## src/sv/usdec_pkg.sv

```systemverilog
package usdec_pkg;

  localparam int unsigned CP_W  = 21;
  localparam int unsigned LEN_W = 3;

  // Depth of the descriptor queue between the front and the back.
  localparam int unsigned DESC_DEPTH = 4;
  localparam int unsigned DESC_AW    = $clog2(DESC_DEPTH);
  localparam int unsigned DESC_CW    = $clog2(DESC_DEPTH + 1);

  localparam logic [CP_W-1:0] REPLACEMENT_CP = 21'h00FFFD;

  // Range classes for the second byte of a multi-byte sequence.
  localparam logic [2:0] CLS_ANY = 3'd0;  // 0x80..0xBF
  localparam logic [2:0] CLS_E0  = 3'd1;  // 0xA0..0xBF
  localparam logic [2:0] CLS_ED  = 3'd2;  // 0x80..0x9F
  localparam logic [2:0] CLS_F0  = 3'd3;  // 0x90..0xBF
  localparam logic [2:0] CLS_F4  = 3'd4;  // 0x80..0x8F

  typedef struct packed {
    logic [7:0] byte_value;
    logic       end_of_stream;
  } in_item_t;

  typedef struct packed {
    logic [CP_W-1:0]  code_point;
    logic [LEN_W-1:0] byte_length;
    logic             error;
    logic             last_of_run;
    logic             stream_done;
  } out_item_t;

  // Work for one accepted byte: err_count replacement results, then at most
  // one good code point.
  typedef struct packed {
    logic [2:0]       err_count;
    logic             has_valid;
    logic [CP_W-1:0]  valid_cp;
    logic [LEN_W-1:0] valid_len;
    logic             eos;
  } desc_t;

  function automatic logic byte_in_range(input logic [2:0] cls, input logic [7:0] b);
    logic [7:0] lo;
    logic [7:0] hi;
    unique case (cls)
      CLS_E0: begin
        lo = 8'hA0;
        hi = 8'hBF;
      end
      CLS_ED: begin
        lo = 8'h80;
        hi = 8'h9F;
      end
      CLS_F0: begin
        lo = 8'h90;
        hi = 8'hBF;
      end
      CLS_F4: begin
        lo = 8'h80;
        hi = 8'h8F;
      end
      default: begin
        lo = 8'h80;
        hi = 8'hBF;
      end
    endcase
    return (b >= lo) && (b <= hi);
  endfunction

endpackage

```

## src/sv/usdec_fifo.sv

```systemverilog
module usdec_fifo
  import usdec_pkg::*;
(
  input  logic  clk,
  input  logic  rst,
  input  logic  wr,
  input  desc_t wdata,
  output logic  full,
  input  logic  rd,
  output desc_t rdata,
  output logic  avail
);

  desc_t              mem [DESC_DEPTH];
  logic [DESC_AW-1:0] wr_ptr;
  logic [DESC_AW-1:0] rd_ptr;
  logic [DESC_CW-1:0] count;

  function automatic logic [DESC_AW-1:0] ptr_inc(input logic [DESC_AW-1:0] p);
    return (p == DESC_AW'(DESC_DEPTH - 1)) ? '0 : p + 1'b1;
  endfunction

  assign full  = (count == DESC_CW'(DESC_DEPTH));
  assign avail = (count != '0);
  assign rdata = mem[rd_ptr];

  always_ff @(posedge clk) begin
    if (rst) begin
      wr_ptr <= '0;
      rd_ptr <= '0;
      count  <= '0;
    end else begin
      if (wr) begin
        wr_ptr <= ptr_inc(wr_ptr);
      end
      if (rd) begin
        rd_ptr <= ptr_inc(rd_ptr);
      end
      if (wr && !rd) begin
        count <= count + 1'b1;
      end else if (rd && !wr) begin
        count <= count - 1'b1;
      end
    end
  end

  always_ff @(posedge clk) begin
    if (wr) begin
      mem[wr_ptr] <= wdata;
    end
  end

endmodule

```

## src/sv/usdec_front.sv

```systemverilog
module usdec_front
  import usdec_pkg::*;
(
  input  logic     clk,
  input  logic     rst,
  input  logic     push,
  input  in_item_t item,
  output logic     full,
  input  logic     desc_full,
  output logic     desc_push,
  output desc_t    desc
);

  logic [1:0]      held_count;
  logic [2:0]      expected_length;
  logic [2:0]      second_byte_class;
  logic [CP_W-1:0] partial_value;

  logic [1:0]      held_count_next;
  logic [2:0]      expected_length_next;
  logic [2:0]      second_byte_class_next;
  logic [CP_W-1:0] partial_value_next;

  logic [7:0]      b;
  logic            eos;
  logic            s_ascii;
  logic            s_lead;
  logic            s_bad;
  logic [2:0]      s_len;
  logic [2:0]      s_cls;
  logic [CP_W-1:0] s_pay;
  logic [2:0]      cls_sel;
  logic            in_range;
  logic [CP_W-1:0] grown_value;
  logic [2:0]      held_inc;
  logic            accept;

  assign full   = desc_full;
  assign accept = push && !desc_full;

  always_comb begin
    b   = item.byte_value;
    eos = item.end_of_stream;

    // Classify the byte as the start of a new sequence.
    s_ascii = !b[7];
    s_len   = 3'd0;
    s_cls   = CLS_ANY;
    s_pay   = '0;
    s_lead  = 1'b1;
    priority if (b >= 8'hC2 && b <= 8'hDF) begin
      s_len = 3'd2;
      s_pay = CP_W'(b & 8'h1F);
    end else if (b >= 8'hE0 && b <= 8'hEF) begin
      s_len = 3'd3;
      s_pay = CP_W'(b & 8'h0F);
      s_cls = (b == 8'hE0) ? CLS_E0 : (b == 8'hED) ? CLS_ED : CLS_ANY;
    end else if (b >= 8'hF0 && b <= 8'hF4) begin
      s_len = 3'd4;
      s_pay = CP_W'(b & 8'h07);
      s_cls = (b == 8'hF0) ? CLS_F0 : (b == 8'hF4) ? CLS_F4 : CLS_ANY;
    end else begin
      s_lead = 1'b0;
    end
    s_bad = b[7] && !s_lead;

    // Only the second byte has a tightened range.
    cls_sel     = (held_count == 2'd1) ? second_byte_class : CLS_ANY;
    in_range    = byte_in_range(cls_sel, b);
    grown_value = {partial_value[CP_W-7:0], b[5:0]};
    held_inc    = {1'b0, held_count} + 3'd1;

    held_count_next        = '0;
    expected_length_next   = '0;
    second_byte_class_next = CLS_ANY;
    partial_value_next     = '0;
    desc.err_count = '0;
    desc.has_valid = 1'b0;
    desc.valid_cp  = CP_W'(b);
    desc.valid_len = 3'd1;
    desc.eos       = eos;

    if (held_count == 2'd0 || !in_range) begin
      // Flush any held bytes, then treat this byte as a fresh start.
      desc.err_count = {1'b0, held_count};
      if (s_ascii) begin
        desc.has_valid = 1'b1;
      end else if (s_bad) begin
        desc.err_count = desc.err_count + 3'd1;
      end else if (eos) begin
        desc.err_count = desc.err_count + 3'd1;
      end else begin
        held_count_next        = 2'd1;
        expected_length_next   = s_len;
        second_byte_class_next = s_cls;
        partial_value_next     = s_pay;
      end
    end else if (held_inc >= expected_length) begin
      desc.has_valid = 1'b1;
      desc.valid_cp  = grown_value;
      desc.valid_len = expected_length;
    end else if (eos) begin
      desc.err_count = held_inc;
    end else begin
      held_count_next        = held_inc[1:0];
      expected_length_next   = expected_length;
      second_byte_class_next = second_byte_class;
      partial_value_next     = grown_value;
    end

    desc_push = accept && (desc.err_count != 3'd0 || desc.has_valid);
  end

  always_ff @(posedge clk) begin
    if (rst) begin
      held_count        <= '0;
      expected_length   <= '0;
      second_byte_class <= CLS_ANY;
      partial_value     <= '0;
    end else if (accept) begin
      held_count        <= held_count_next;
      expected_length   <= expected_length_next;
      second_byte_class <= second_byte_class_next;
      partial_value     <= partial_value_next;
    end
  end

endmodule

```

## src/sv/usdec_back.sv

```systemverilog
module usdec_back
  import usdec_pkg::*;
(
  input  logic      clk,
  input  logic      rst,
  input  desc_t     desc,
  input  logic      desc_avail,
  output logic      desc_pop,
  output out_item_t result,
  output logic      empty,
  input  logic      pop
);

  logic       out_valid;
  logic [2:0] idx;
  logic [2:0] total;
  logic       load;
  logic       is_err;
  logic       last;

  assign empty  = !out_valid;
  assign total  = desc.err_count + {2'b00, desc.has_valid};
  assign load   = desc_avail && (!out_valid || pop);
  assign is_err = (idx < desc.err_count);
  assign last   = ((idx + 3'd1) == total);
  assign desc_pop = load && last;

  always_ff @(posedge clk) begin
    if (rst) begin
      out_valid <= 1'b0;
      idx       <= '0;
    end else begin
      if (load) begin
        out_valid <= 1'b1;
        idx       <= last ? 3'd0 : idx + 3'd1;
      end else if (pop) begin
        out_valid <= 1'b0;
      end
    end
  end

  always_ff @(posedge clk) begin
    if (load) begin
      result.code_point  <= is_err ? REPLACEMENT_CP : desc.valid_cp;
      result.byte_length <= is_err ? 3'd1 : desc.valid_len;
      result.error       <= is_err;
      result.last_of_run <= last;
      result.stream_done <= last && desc.eos;
    end
  end

endmodule

```

## src/sv/utf8_stream_decoder_unit.sv

```systemverilog
// UTF-8 stream decoder.
// Input channel: one byte per request with an end-of-stream flag; a request
// is taken at a rising edge where push is high and full is low.
// Result channel: decoded code points with their byte length, an error flag
// (U+FFFD, length 1) for every invalid or truncated byte, last_of_run on the
// final result caused by a byte and stream_done on the final result of the
// stream. The head result is shown while empty is low and is taken at an
// edge where pop is high.
// A byte that yields a result is written as one descriptor into the queue;
// the back end loads its results from there into the result register.
// Throughput: one byte per cycle while full is low and one result per cycle
// while pop is high; a byte with several results holds the back end until
// all are out; the four-entry queue absorbs such bursts before full rises.
// A byte that only extends an open sequence yields no result.
// Reset clears the sequence state, the queue and the result valid flag; any
// partially received sequence is discarded without results.
// When the receiver stalls, the result register holds, the queue fills, and
// then full stops further input.
module utf8_stream_decoder_unit
  import usdec_pkg::*;
(
  input  logic      clk,
  input  logic      rst,
  input  logic      push,
  output logic      full,
  input  in_item_t  item,
  output logic      empty,
  input  logic      pop,
  output out_item_t result
);

  // Front side classifies each byte and writes one descriptor when the byte
  // produces any result.
  desc_t wr_desc;
  desc_t rd_desc;
  logic  desc_push;
  logic  desc_full;
  logic  desc_pop;
  logic  desc_avail;

  usdec_front u_front (
    .clk       (clk),
    .rst       (rst),
    .push      (push),
    .item      (item),
    .full      (full),
    .desc_full (desc_full),
    .desc_push (desc_push),
    .desc      (wr_desc)
  );

  // Short queue so the front keeps taking bytes while the back expands a
  // multi-result descriptor or the receiver stalls.
  usdec_fifo u_fifo (
    .clk   (clk),
    .rst   (rst),
    .wr    (desc_push),
    .wdata (wr_desc),
    .full  (desc_full),
    .rd    (desc_pop),
    .rdata (rd_desc),
    .avail (desc_avail)
  );

  // Back side turns each descriptor into its results, one per cycle unless the
  // receiver stalls, into a registered output stage.
  usdec_back u_back (
    .clk        (clk),
    .rst        (rst),
    .desc       (rd_desc),
    .desc_avail (desc_avail),
    .desc_pop   (desc_pop),
    .result     (result),
    .empty      (empty),
    .pop        (pop)
  );

endmodule

```

## config.mk

```make
export PLATFORM = sky130hd
export DESIGN_NAME = utf8_stream_decoder_unit
export DESIGN_NICKNAME = d
export VERILOG_FILES = /design/src/sv/usdec_pkg.sv /design/src/sv/usdec_fifo.sv /design/src/sv/usdec_front.sv /design/src/sv/usdec_back.sv /design/src/sv/utf8_stream_decoder_unit.sv
export SDC_FILE = /design/constraint.sdc
export NUM_CORES = 1
export LEC_CHECK = 0
export ABC_CLOCK_PERIOD_IN_PS = 6600
export BUFFER_PORTS_ARGS = -buffer_cell sky130_fd_sc_hd__buf_4
export CAP_MARGIN = 20
export CORE_MARGIN = 2
export CORE_UTILIZATION = 35
export CTS_BUF_LIST = sky130_fd_sc_hd__clkbuf_8
export DETAILED_ROUTE_END_ITERATION = 8
export PLACE_DENSITY = 0.51
export SYNTH_ARGS = -nofsm -noshare
export SYNTH_HDL_FRONTEND = slang
export SYNTH_HIERARCHICAL = 1
export SYNTH_SLANG_ARGS = --single-unit
```

## constraint.sdc

```tcl
create_clock -name clk -period 6.6 [get_ports clk]
set_clock_uncertainty 0.2 [all_clocks]
set_input_delay 0.33 -clock clk [delete_from_list [all_inputs] [get_ports clk]]
set_output_delay 0.33 -clock clk [all_outputs]
set_load 0.005 [all_outputs]
```

==> impl_metrics.py <==
metrics = {
    "place": {
        "dp_hpwl_mm": 9.219,
        "gp_congestion": 0.8276,
        "port_buffers": 41,
        "placed_area_sq_mm": 0.008097,
    },
    "min_path": {
        "min_from": "rst",
        "hold_path.class": "in -> reg",
    },
    "power": {
        "peakVddDrop_uv": 118.1,
        "p_per_area_mw_per_mm2": 339.3,
        "p_leak_nw": 2.915,
    },
    "clocking": {
        "cts_buffers": 17,
        "cts-root-buf": "clkbuf_8",
        "ctsHoldBuffers": 8,
        "clk_latency_ps": 450,
        "clkSinkCount": 179,
        "clkTransAtPathRegs_ps": 90,
        "cts_tree": "yes",
        "cts_resized": 0,
        "postCtsSetupBuffers": 0,
        "htreeDepth": 4,
        "clockBufferDepth": 2,
    },
    "timing": {
        "slew_viol_final": 0,
        "rsz0062_at_grt": "false",
        "relSlewSlack_pct": 35.09,
        "fin_crit_ps": 4679,
        "tns_ps": 0,
        "fin_crit_sh_pct": 70.89,
        "final_hold_viol_count": 0,
        "tightest_slew_ps": 972.3,
        "setup_violations": 0,
        "max_freq_mhz": 213.7,
    },
    "synthesis": {
        "synth_compound_area_share_pct": 5.280,
        "yosysTopAreaCell": "edfxtp_1",
        "synth_adder_area_share_pct": 4.046,
        "ys_seq_area_share_pct": 65.92,
        "yosysWarnings": 6,
        "ys.flop_type": "edfxtp_1",
        "synth_area_leaders": "edfxtp_1 (56%), dfxtp_1 (9.5%), mux4_2 (8.3%)",
        "async_flop_share_pct": 0,
        "synthDominantCellAreaShare_pct": 56.45,
        "ys_seq_elements": 179,
        "syn_nets": 517,
        "synth_area_per_cell_sq_um": 15.85,
        "synth_top_family_by_area": "simple AND/OR/NAND/NOR gates",
        "synth_xor_area_share_pct": 1.135,
        "synth_area_sq_mm": 0.007607,
        "synth-simple-area-share_pct": 10.56,
        "ys_types": 59,
        "synthCells": 480,
        "muxShareOfSynthArea_pct": 9.457,
        "synth-edff-count": 143,
    },
    "grt": {
        "grtUsageMet2_pct": 22.87,
        "antenna_found_initial": 0,
        "grt_pass1_vias": 4136,
        "track_usage_pct": 13.62,
        "met1_usage_pct": 17.59,
        "use_met3_pct": 2.711,
        "grt_max_degree": 30,
        "top_usage_layer": "met2",
        "grt_pass1_wl_mm": 23.11,
        "overflow": 0,
    },
    "cells_and_area": {
        "fillerInstances": 1957,
        "syn_to_final_growth_pct": 12.40,
        "seq_area_sq_mm": 0.005016,
        "diodes": 0,
        "multi_input_area_sq_mm": 0.002323,
        "num-nets-final": 562,
        "fin_area_sq_mm": 0.008551,
        "drive_gt1_share_pct": 23.79,
    },
    "floorplanning": {
        "die_h_um": 151.4,
        "num_rows": 53,
        "dieArea_sq_mm": 0.02293,
        "die_w_um": 151.4,
        "core-area_sq_mm": 0.02115,
        "io_pins": 42,
        "initial_core_util_pct": 35.96,
    },
    "worst_setup_path": {
        "crit_fanout": 20,
        "required_ps": 6780,
        "r2r_start": "u_front/held_count[1]$_SDFFE_PP0P_",
        "startpoint": "u_front/held_count[1]$_SDFFE_PP0P_",
        "setup.worst_path.class": "reg -> reg",
        "endpoint_kind": "flip-flop",
        "cp_data_arrival_time_ps": 4860,
        "crit_path_start_kind": "flip-flop",
    },
    "routing": {
        "wl_per_cell_um": 17.73,
        "drtIter0Drc": 266,
        "ant_nets": 0,
        "route.detailed.drc": 0,
        "routed_wl_mm": 14.41,
        "firstDrtPassIters": 4,
        "vias": 4040,
        "viasPerCell": 4.969,
    },
    "status": {
        "status": "completed",
    },
    "job": {
        "maxCapViolations": 0,
    },
}
[cell families after synthesis]
family,count (synthesis)
DFF,179
and+or+nand+nor,130
AOI/OAI and AO/OA,56
buffers and inverters,47
muxes,35
adders and majority gates,24
xor gates and xnor gates,9
[registers in the layout, summed over array words and instances (netlist names), named ones only]
| name | count |
|---|---|
| u_back/result | 27 |
| u_front/partial_value | 15 |
| u_back/idx | 3 |
| u_fifo/count | 3 |
| u_back/out_valid | 1 |
| u_fifo/wr_ptr | 2 |
| u_front/held_count | 2 |
| u_front/second_byte_class | 3 |
| u_front/expected_length | 3 |
| u_fifo/mem | 116 |
| u_fifo/rd_ptr | 2 |
[Yosys cell counts (2+ instances only)]
library cell,n
or3_1,2
nand2_1,15
nor2_1,17
a221oi_1,2
o31ai_1,2
mux4_2,28
and3_1,3
xnor2_1,4
inv_1,20
a41oi_1,2
o21ai_0,8
a21o_1,3
or2b_1,4
nor3_1,6
edfxtp_1,143
ha_1,23
nand4_1,6
nor3b_1,3
buf_6,5
a22o_1,11
and2_1,20
nor3_2,2
a21oi_1,14
buf_2,5
nand3b_1,8
mux2i_1,4
xor2_1,4
o21a_1,2
dfxtp_1,36
mux2_2,2
and2_4,8
clkbuf_1,6
nand2b_1,18
nand3_1,7
buf_4,10
o211ai_1,2
nor2b_1,3
[report_power, final]
| part | total [mW] | switching (mW) | internal (mW) |
|---|---|---|---|
| Clock | 0.700 | 0.423 | 0.278 |
| Combinational | 0.711 | 0.364 | 0.347 |
| Sequential | 1.49 | 0.0727 | 1.42 |
| Total | 2.90 | 0.860 | 2.04 |
[per-stage QoR]
step | cells | power [mW] | util, % | hold WS, ps | worst slack [ps]
CTS | 813 | 2.956 | 40.42 | 9.475 | 1942
detailed placement | 773 | 2.247 | 38.27 | 259.9 | 1950
global route | 813 | 3.085 | 40.42 | 31.12 | 1613
finish | 813 | 2.901 | 40.42 | 44.28 | 1921
global placement | 773 | 2.233 | 38.27 | 252.2 | 2126
floorplan | 480 | 2.010 | - | 199.1 | 2578
[worst max-delay path, stage by stage, from the launching register on]
cell	delay, ps
dfxtp_1	350
inv_1	110
ha_1	220
nor3b_1	220
ha_1	280
a221oi_1	280
a41oi_1	90
a2111o_1	540
a21oi_1	180
buf_4	230
nor2b_1	80
a41oi_1	500
ha_1	290
inv_1	60
fa_1	370
xor2_1	150
or3_1	300
a21oi_1	160
[layout by cell type, fill, tap and decap left out, types with 11 or more instances in the layout]
cell      count
and2_1       16
inv_1        20
nand2b_1     18
nand2_1      15
ha_1         23
a21oi_1      14
edfxtp_1    143
nor2_1       17
clkbuf_8     17
dfxtp_1      35
a22o_1       11
buf_4        45
mux4_2       28
[metal layers]
metal / up-vias / part of all wire, %
met2: 65 / 50
li1: 1913 / -
met3: 11 / 3.2
met1: 2051 / 45
met4: 0 / 1.4
met5: - / 0
[cell type report]
cell class | instances | area share [%]
inverter | 20 | 0.8780
tap | 275 | 4.024
clock buffer | 17 | 2.736
multi-input combinational | 254 | 27.17
clock inverter | 15 | 1.639
timing repair buffer | 53 | 4.887
sequential | 179 | 58.66
[worst paths after layout]
path	end	slack, ps	cells past startpoint
min reg2reg	u_front/partial_value[11]$_SDFFE_PP0P_	280	1
max reg2reg	u_fifo/count[2]$_SDFFE_PP0P_	1920	17
max	u_fifo/count[2]$_SDFFE_PP0P_	1920	17
min	u_fifo/count[0]$_SDFFE_PP0P_	40	2
Power figures use the tool's default switching activity.
